<file path="config.mk">
export PLATFORM = sky130hd
export DESIGN_NAME = booth_sign_magnitude_fraction_multiply
export DESIGN_NICKNAME = d
export VERILOG_FILES = /design/src/sv/bsmf_pkg.sv /design/src/sv/bsmf_cell.sv /design/src/sv/booth_sign_magnitude_fraction_multiply.sv
export SDC_FILE = /design/constraint.sdc
export NUM_CORES = 2
export LEC_CHECK = 0
export BUFFER_PORTS_ARGS = -buffer_cell sky130_fd_sc_hd__buf_4
export CAP_MARGIN = 20
export CORE_UTILIZATION = 41
export DETAILED_ROUTE_END_ITERATION = 16
export REMOVE_ABC_BUFFERS = 1
export SLEW_MARGIN = 20
export SYNTH_ARGS = -nofsm -noshare
export SYNTH_HDL_FRONTEND = slang
export SYNTH_SLANG_ARGS = --single-unit
export TNS_END_PERCENT = 1
</file>
<file path="constraint.sdc">
create_clock -name clock -period 11.8 [get_ports clock]
set_input_delay 0.59 -clock clock [delete_from_list [all_inputs] [get_ports clock]]
set_output_delay 0.59 -clock clock [all_outputs]
set_load 0.05 [all_outputs]
</file>
<file path="src/sv/bsmf_pkg.sv">
package bsmf_pkg;

   // Booth recoding of {y[i], y[i-1]}
   localparam logic [1:0] BOOTH_SUB = 2'b10;
   localparam logic [1:0] BOOTH_ADD = 2'b01;

endpackage

</file>
<file path="src/sv/bsmf_cell.sv">
module bsmf_cell
   import bsmf_pkg::*;
#(
   parameter int WIDTH = 16,
   parameter int INDEX = 0
) (
   input  logic                 clock,
   input  logic                 reset,
   input  logic                 in_valid,
   output logic                 in_ready,
   input  logic [WIDTH+1:0]     in_x,
   input  logic [WIDTH:0]       in_y,
   input  logic [2*WIDTH+1:0]   in_acc,
   output logic                 out_valid,
   input  logic                 out_ready,
   output logic [WIDTH+1:0]     out_x,
   output logic [WIDTH:0]       out_y,
   output logic [2*WIDTH+1:0]   out_acc
);

   localparam int AW = 2*WIDTH+2;
   localparam int XW = WIDTH+2;

   logic            valid_ff;
   logic [XW-1:0]   x_ff;
   logic [WIDTH:0]  y_ff;
   logic [AW-1:0]   acc_ff;
   logic [AW-1:0]   acc_in;
   logic [AW-1:0]   addend;
   logic [1:0]      pair;

   generate
      if (INDEX == 0) begin : g_first
         assign pair = {in_y[0], 1'b0};
      end else begin : g_rest
         assign pair = in_y[INDEX -: 2];
      end
   endgenerate

   assign addend = {{(AW-XW){in_x[XW-1]}}, in_x} << INDEX;

   always_comb begin
      case (pair)
         BOOTH_ADD: acc_in = in_acc + addend;
         BOOTH_SUB: acc_in = in_acc - addend;
         default:   acc_in = in_acc;
      endcase
   end

   assign in_ready = !valid_ff || out_ready;

   always_ff @(posedge clock) begin
      if (reset) begin
         valid_ff <= 1'b0;
      end else if (in_ready) begin
         valid_ff <= in_valid;
      end
   end

   always_ff @(posedge clock) begin
      if (in_valid && in_ready) begin
         x_ff   <= in_x;
         y_ff   <= in_y;
         acc_ff <= acc_in;
      end
   end

   assign out_valid = valid_ff;
   assign out_x     = x_ff;
   assign out_y     = y_ff;
   assign out_acc   = acc_ff;

endmodule

</file>
<file path="src/sv/booth_sign_magnitude_fraction_multiply.sv">
// Sign-magnitude fraction multiplier, radix-2 Booth in complement form.
// Request channel (req_valid / req_stall) carries two sign-magnitude
// fractions of WIDTH magnitude bits; response channel (rsp_valid /
// rsp_stall) returns the sign-magnitude product with 2*WIDTH fraction bits.
// One response per request transaction, in order. A zero product, negative
// zero operands included, comes back with sign 0.
// The two's complement conversion is registered in the input stage, then
// come the Booth cells (WIDTH+1 cells, each one add/subtract of the shifted
// multiplicand) and the conversion back in the response register.
// Throughput is one transaction per cycle while rsp_stall is low; each stage
// holds one item and moves it on when the next stage is free; bubbles fill.
// When the receiver stalls, the response register holds its payload and the
// stages behind it keep filling; req_stall rises only once all are full.
// Synchronous reset empties every stage; no response is pending after it.
module booth_sign_magnitude_fraction_multiply
   import bsmf_pkg::*;
#(
   parameter int WIDTH = 16
) (
   input  logic                 clock,
   input  logic                 reset,
   input  logic                 req_valid,
   output logic                 req_stall,
   input  logic                 req_multiplicand_sign,
   input  logic [WIDTH-1:0]     req_multiplicand_magnitude,
   input  logic                 req_multiplier_sign,
   input  logic [WIDTH-1:0]     req_multiplier_magnitude,
   output logic                 rsp_valid,
   input  logic                 rsp_stall,
   output logic                 rsp_product_sign,
   output logic [2*WIDTH-1:0]   rsp_product_magnitude
);

   localparam int AW = 2*WIDTH+2;
   localparam int XW = WIDTH+2;
   localparam int YW = WIDTH+1;
   localparam int NC = WIDTH+1;

   logic            s0_valid_ff;
   logic [XW-1:0]   s0_x_ff;
   logic [YW-1:0]   s0_y_ff;
   logic [XW-1:0]   x_in;
   logic [YW-1:0]   y_in;
   logic            s0_ready;

   logic            c_valid [NC+1];
   logic            c_ready [NC+1];
   logic [XW-1:0]   c_x     [NC+1];
   logic [YW-1:0]   c_y     [NC+1];
   logic [AW-1:0]   c_acc   [NC+1];

   logic                rsp_valid_ff;
   logic                rsp_sign_ff;
   logic [2*WIDTH-1:0]  rsp_mag_ff;
   logic                rsp_ready;
   logic [AW-1:0]       acc_abs;
   logic                acc_nonzero;

   // zero magnitude stays zero whatever its sign
   always_comb begin
      if (req_multiplicand_sign && (req_multiplicand_magnitude != '0)) begin
         x_in = -{2'b00, req_multiplicand_magnitude};
      end else begin
         x_in = {2'b00, req_multiplicand_magnitude};
      end
      if (req_multiplier_sign && (req_multiplier_magnitude != '0)) begin
         y_in = -{1'b0, req_multiplier_magnitude};
      end else begin
         y_in = {1'b0, req_multiplier_magnitude};
      end
   end

   assign s0_ready  = !s0_valid_ff || c_ready[0];
   assign req_stall = !s0_ready;

   always_ff @(posedge clock) begin
      if (reset) begin
         s0_valid_ff <= 1'b0;
      end else if (s0_ready) begin
         s0_valid_ff <= req_valid;
      end
   end

   always_ff @(posedge clock) begin
      if (req_valid && s0_ready) begin
         s0_x_ff <= x_in;
         s0_y_ff <= y_in;
      end
   end

   assign c_valid[0] = s0_valid_ff;
   assign c_x[0]     = s0_x_ff;
   assign c_y[0]     = s0_y_ff;
   assign c_acc[0]   = '0;

   generate
      for (genvar i = 0; i < NC; i++) begin : g_cell
         bsmf_cell #(
            .WIDTH (WIDTH),
            .INDEX (i)
         ) u_cell (
            .clock     (clock),
            .reset     (reset),
            .in_valid  (c_valid[i]),
            .in_ready  (c_ready[i]),
            .in_x      (c_x[i]),
            .in_y      (c_y[i]),
            .in_acc    (c_acc[i]),
            .out_valid (c_valid[i+1]),
            .out_ready (c_ready[i+1]),
            .out_x     (c_x[i+1]),
            .out_y     (c_y[i+1]),
            .out_acc   (c_acc[i+1])
         );
      end
   endgenerate

   assign rsp_ready   = !rsp_valid_ff || !rsp_stall;
   assign c_ready[NC] = rsp_ready;

   assign acc_abs     = c_acc[NC][AW-1] ? -c_acc[NC] : c_acc[NC];
   assign acc_nonzero = (c_acc[NC] != '0);

   always_ff @(posedge clock) begin
      if (reset) begin
         rsp_valid_ff <= 1'b0;
      end else if (rsp_ready) begin
         rsp_valid_ff <= c_valid[NC];
      end
   end

   always_ff @(posedge clock) begin
      if (c_valid[NC] && rsp_ready) begin
         rsp_sign_ff <= acc_nonzero && (c_x[NC][XW-1] ^ c_y[NC][YW-1]);
         rsp_mag_ff  <= acc_abs[2*WIDTH-1:0];
      end
   end

   assign rsp_valid             = rsp_valid_ff;
   assign rsp_product_sign      = rsp_sign_ff;
   assign rsp_product_magnitude = rsp_mag_ff;

endmodule

</file>
==> impl_metrics.prom <==
# TYPE chip_impl_metric gauge
chip_impl_metric{name="route.detailed.wl_per_inst",unit="um"} 16.5
chip_impl_metric{name="final.hold.worst_slack",unit="ps"} 104
chip_impl_metric{name="worst_pin_slew",unit="ps"} 1070
chip_impl_metric{name="initial_antenna_violation_count",unit=""} 0
chip_impl_metric{name="gr-usage-all-layers",unit="%"} 16.8
chip_impl_info{name="tightest_hold_check_type",value="in2reg"} 1
chip_impl_metric{name="worst-r2r-setup-slack",unit="ps"} 6050
chip_impl_metric{name="yosysWarningCount",unit=""} 0
chip_impl_metric{name="max_clock_freq",unit="MHz"} 174
chip_impl_metric{name="slew_headroom",unit="%"} 27.8
chip_impl_metric{name="post-route-period-util",unit="%"} 48.7
chip_impl_info{name="worstSetupStartpointType",value="flop"} 1
chip_impl_metric{name="remaining_drcs",unit=""} 0
chip_impl_metric{name="grt_use_met3",unit="%"} 2.44
chip_impl_metric{name="grt.met1_usage",unit="%"} 19.6
chip_impl_info{name="ys.flop_type",value="sky130_fd_sc_hd__edfxtp_1"} 1
chip_impl_info{name="synth_area_leaders",value="sky130_fd_sc_hd__edfxtp_1 (51%), sky130_fd_sc_hd__ha_1 (8.4%), sky130_fd_sc_hd__xnor2_1 (6.5%), sky130_fd_sc_hd__o21ai_0 (3.8%), sky130_fd_sc_hd__a21oi_1 (3.7%)"} 1
chip_impl_metric{name="synth_seq_area_share",unit="%"} 51.3
chip_impl_metric{name="clock_insertion_delay_worst_skew",unit="ps"} 760
chip_impl_info{name="holdPathEnd",value="rsp_valid"} 1
chip_impl_metric{name="vias_per_cell",unit=""} 5.36
chip_impl_metric{name="p_leak",unit="nW"} 25.7
chip_impl_metric{name="synth_xor_xnor_area_share",unit="%"} 8.84
chip_impl_metric{name="drive_above_1_share",unit="%"} 7.00
chip_impl_metric{name="vias",unit=""} 43200
chip_impl_info{name="cp-end-kind",value="flop"} 1
chip_impl_metric{name="grt_pass1_wl",unit="um"} 218000
chip_impl_metric{name="report.final.slew_viol_count",unit=""} 0
chip_impl_metric{name="timing.final.hold_violations",unit=""} 0
chip_impl_metric{name="synth_cell_types",unit=""} 85
chip_impl_metric{name="crit_required",unit="ps"} 12270
chip_impl_metric{name="initial_core_util",unit="%"} 41.3
chip_impl_metric{name="grt_max_degree",unit=""} 69
chip_impl_metric{name="synth.ff_latch_count",unit=""} 1092
chip_impl_metric{name="ctsResizeCount",unit=""} 0
chip_impl_metric{name="die_w",unit="um"} 396
chip_impl_metric{name="chipHeight",unit="um"} 396
chip_impl_metric{name="clock_skew",unit="ps"} 70.2
chip_impl_metric{name="place.gp.congestion",unit=""} 0.880
chip_impl_info{name="r2r_end",value="g_cell[7].u_cell.out_acc[32]"} 1
chip_impl_info{name="hold_path.startpoint",value="rsp_stall"} 1
chip_impl_metric{name="n_antenna_cell",unit=""} 0
chip_impl_metric{name="design.final.nets",unit=""} 6395
chip_impl_metric{name="total_placed_cells_including_tap_cells",unit=""} 7833
chip_impl_info{name="main_combinational_cell_family_by_area_after_synthesis",value="compound AO/OA/AOI/OAI gates"} 1
chip_impl_metric{name="synth_area",unit="um^2"} 63500
chip_impl_metric{name="cts.htree.levels",unit=""} 3
chip_impl_metric{name="final_std_cells_w_o_fill",unit=""} 8060
chip_impl_info{name="cell_taking_the_most_area_after_synthesis",value="sky130_fd_sc_hd__edfxtp_1"} 1
chip_impl_info{name="synthTopCellsByCount",value="sky130_fd_sc_hd__edfxtp_1 (1073), sky130_fd_sc_hd__nand2_1 (528), sky130_fd_sc_hd__o21ai_0 (482), sky130_fd_sc_hd__a21oi_1 (472), sky130_fd_sc_hd__xnor2_1 (471)"} 1
chip_impl_metric{name="p_total",unit="mW"} 8.78
chip_impl_info{name="grt_setup_unrepaired",value="false"} 1
chip_impl_metric{name="first_global_vias",unit=""} 42700
chip_impl_metric{name="placement_rows",unit=""} 144
chip_impl_metric{name="setup_viol",unit=""} 0
chip_impl_metric{name="core_area",unit="um^2"} 154000
chip_impl_info{name="rr_startpoint",value="g_cell[6].u_cell.out_x[5]"} 1
chip_impl_metric{name="globalRoute.totalOverflow",unit=""} 0
chip_impl_metric{name="clock_sinks",unit=""} 1092
chip_impl_metric{name="drt_iter0_markers",unit=""} 2225
chip_impl_metric{name="detail-route-antenna-nets",unit=""} 0
chip_impl_info{name="post-synth-top-count-cell",value="sky130_fd_sc_hd__edfxtp_1"} 1
chip_impl_metric{name="synth.top_cell.area_share",unit="%"} 50.7
chip_impl_info{name="tritoncts",value="yes"} 1
chip_impl_info{name="global_route.peak_usage_layer",value="met2"} 1
chip_impl_metric{name="r2r.worst_path.cells",unit=""} 14
chip_impl_metric{name="synth_area_per_cell",unit="um^2"} 10.9
chip_impl_metric{name="synth_async_sr_flop_share",unit="%"} 0
chip_impl_metric{name="ios",unit=""} 73
chip_impl_metric{name="postLayoutCoreUtil",unit="%"} 45.9
chip_impl_metric{name="die_area",unit="um^2"} 156000
chip_impl_metric{name="power-per-cell-area",unit="nW/um^2"} 124
chip_impl_info{name="status",value="completed"} 1
chip_impl_metric{name="worstPathArrival",unit="ps"} 6210
chip_impl_info{name="critPathKind",value="reg2reg"} 1
chip_impl_metric{name="finalWorstPathRequiredPeriod",unit="ps"} 5750
chip_impl_metric{name="finalWirelength",unit="um"} 133000
chip_impl_metric{name="cts_buffers",unit=""} 119
chip_impl_info{name="ctsRootBufferMaster",value="sky130_fd_sc_hd__clkbuf_16"} 1
chip_impl_metric{name="vdd_drop_max",unit="mV"} 0.123
chip_impl_metric{name="share_of_synthesized_cell_area_in_and_or_nand_and_nor_gates",unit="%"} 12.3
chip_impl_metric{name="syn-instance-count",unit=""} 5830
chip_impl_metric{name="worstHoldPathCells",unit=""} 3
chip_impl_metric{name="post_synth_fa_ha_maj_area_fraction",unit="%"} 8.94
chip_impl_metric{name="detail_route.first_pass.iterations",unit=""} 5
chip_impl_metric{name="port_buffers",unit=""} 72
chip_impl_metric{name="maxCapViolations",unit=""} 0
chip_impl_metric{name="cts_buffer_depth",unit=""} 3
chip_impl_metric{name="setup_tns",unit="ps"} 0
chip_impl_metric{name="synth_enable_flop_cells",unit=""} 1073
chip_impl_metric{name="post-dp-hpwl",unit="um"} 102000
chip_impl_metric{name="area_growth",unit="%"} 11.3
chip_impl_metric{name="crit_fanout",unit=""} 7
chip_impl_metric{name="synth-compound-area-share",unit="%"} 14.8
chip_impl_metric{name="cts.reportedPaths.clkPinSlew",unit="ps"} 60
chip_impl_metric{name="gr-usage-met2",unit="%"} 31.3
chip_impl_metric{name="muxShareOfSynthArea",unit="%"} 1.62
cell usage in the layout, fill, tap and decap left out, types with 49 or more instances in the layout:
| master | Yosys | final |
|---|---|---|
| sky130_fd_sc_hd__edfxtp_1 | 1073 | 1073 |
| sky130_fd_sc_hd__nand2_1 | 528 | 528 |
| sky130_fd_sc_hd__o21ai_0 | 482 | 482 |
| sky130_fd_sc_hd__xnor2_1 | 471 | 471 |
| sky130_fd_sc_hd__a21oi_1 | 472 | 469 |
| sky130_fd_sc_hd__ha_1 | 428 | 428 |
| sky130_fd_sc_hd__nor2_1 | 406 | 405 |
| sky130_fd_sc_hd__inv_1 | 211 | 211 |
| sky130_fd_sc_hd__xor2_1 | 170 | 170 |
| sky130_fd_sc_hd__nor3_1 | 165 | 165 |
| sky130_fd_sc_hd__a21o_1 | 144 | 144 |
| sky130_fd_sc_hd__clkbuf_16 | 0 | 122 |
| sky130_fd_sc_hd__buf_4 | 1 | 119 |
| sky130_fd_sc_hd__nand2b_1 | 86 | 86 |
| sky130_fd_sc_hd__a31oi_1 | 72 | 71 |
| sky130_fd_sc_hd__o31ai_1 | 71 | 71 |
| sky130_fd_sc_hd__mux2i_1 | 70 | 70 |
| sky130_fd_sc_hd__nand3_1 | 70 | 70 |
| sky130_fd_sc_hd__nor2b_1 | 69 | 61 |
| sky130_fd_sc_hd__a211oi_1 | 51 | 51 |
| sky130_fd_sc_hd__o21a_1 | 49 | 49 |
state kept, by name, summed over array words and instances (netlist names):
name and flops:
s0_valid_ff 1, g_cell.u_cell.out_valid 17, g_cell.u_cell.out_y 153, rsp_product_sign 1
rsp_valid 1, rsp_product_magnitude 32, g_cell.u_cell.out_x 289, s0_x_ff 18
g_cell.u_cell.out_acc 563, s0_y_ff 17
layer usage:
layer / part of all wire [%] / up-vias
met5: 0 / -
met4: 3.1 / 0
met3: 2.8 / 258
met2: 52 / 617
met1: 42 / 20500
li1: - / 21800
where the power goes:
| group | switching (mW) | total (mW) | internal [mW] |
|---|---|---|---|
| clock | 1.59 | 3.88 | 2.29 |
| sequential | 0.0451 | 4.34 | 4.30 |
| combinational | 0.316 | 0.554 | 0.239 |
worst max-delay path, cell delays in order (launching register included):
cell	delay, ps
sky130_fd_sc_hd__edfxtp_1	480
sky130_fd_sc_hd__or4_1	640
sky130_fd_sc_hd__or4_1	550
sky130_fd_sc_hd__nor3_1	540
sky130_fd_sc_hd__nor2_1	110
sky130_fd_sc_hd__xnor2_1	150
sky130_fd_sc_hd__ha_1	380
sky130_fd_sc_hd__nand4_1	220
sky130_fd_sc_hd__a2111oi_0	870
sky130_fd_sc_hd__o31ai_1	260
sky130_fd_sc_hd__a31oi_1	550
sky130_fd_sc_hd__a2111o_1	240
sky130_fd_sc_hd__a31oi_1	110
sky130_fd_sc_hd__mux2i_1	130
sky130_fd_sc_hd__o31a_1	240
metrics by stage:
step / setup WS, ps / area, um^2
after floorplan: 5480 / 62900
after global placement: 6060 / 66500
after detailed placement: 6080 / 66500
after CTS: 6020 / 70700
after global routing: 5930 / 70700
final: 6050 / 70700
cell type report:
class	count	area, um^2
flip-flops and latches	1092	32600
inverters	212	796
multi-input cells	4366	29700
fillers	14000	83200
clock inverters	87	998
clock buffers	137	3140
well taps	2044	2560
repair buffers	122	928
worst max-delay path by stage:
stage | from | end | slack (ps) | cells past startpoint
after floorplan | rsp_stall | g_cell[6].u_cell.out_acc[0] | 5480 | 6
after CTS | g_cell[6].u_cell.out_x[5] | g_cell[7].u_cell.out_acc[32] | 6020 | 14
after detailed placement | g_cell[6].u_cell.out_x[5] | g_cell[7].u_cell.out_acc[32] | 6080 | 14
after global placement | g_cell[6].u_cell.out_x[5] | g_cell[7].u_cell.out_acc[32] | 6060 | 14
after global routing | g_cell[6].u_cell.out_x[5] | g_cell[7].u_cell.out_acc[32] | 5930 | 14
final | g_cell[6].u_cell.out_x[5] | g_cell[7].u_cell.out_acc[32] | 6050 | 14
timing repair:
| action | CTS | global route |
|---|---|---|
| hold buffers | 2 | 0 |
| buffers inserted | 0 | 0 |
| hold endpoints to repair | 2 | 0 |
logic make-up after synthesis:
kind of cell,count (synthesis)
AO/OA/AOI/OAI,1558
AND/OR/NAND/NOR,1624
adder cells (fa/ha/maj),444
flip-flops,1092
multiplexers,99
XOR/XNOR,641
buffers and inverters,372
Note: power is estimated with default switching activity, not from simulation.
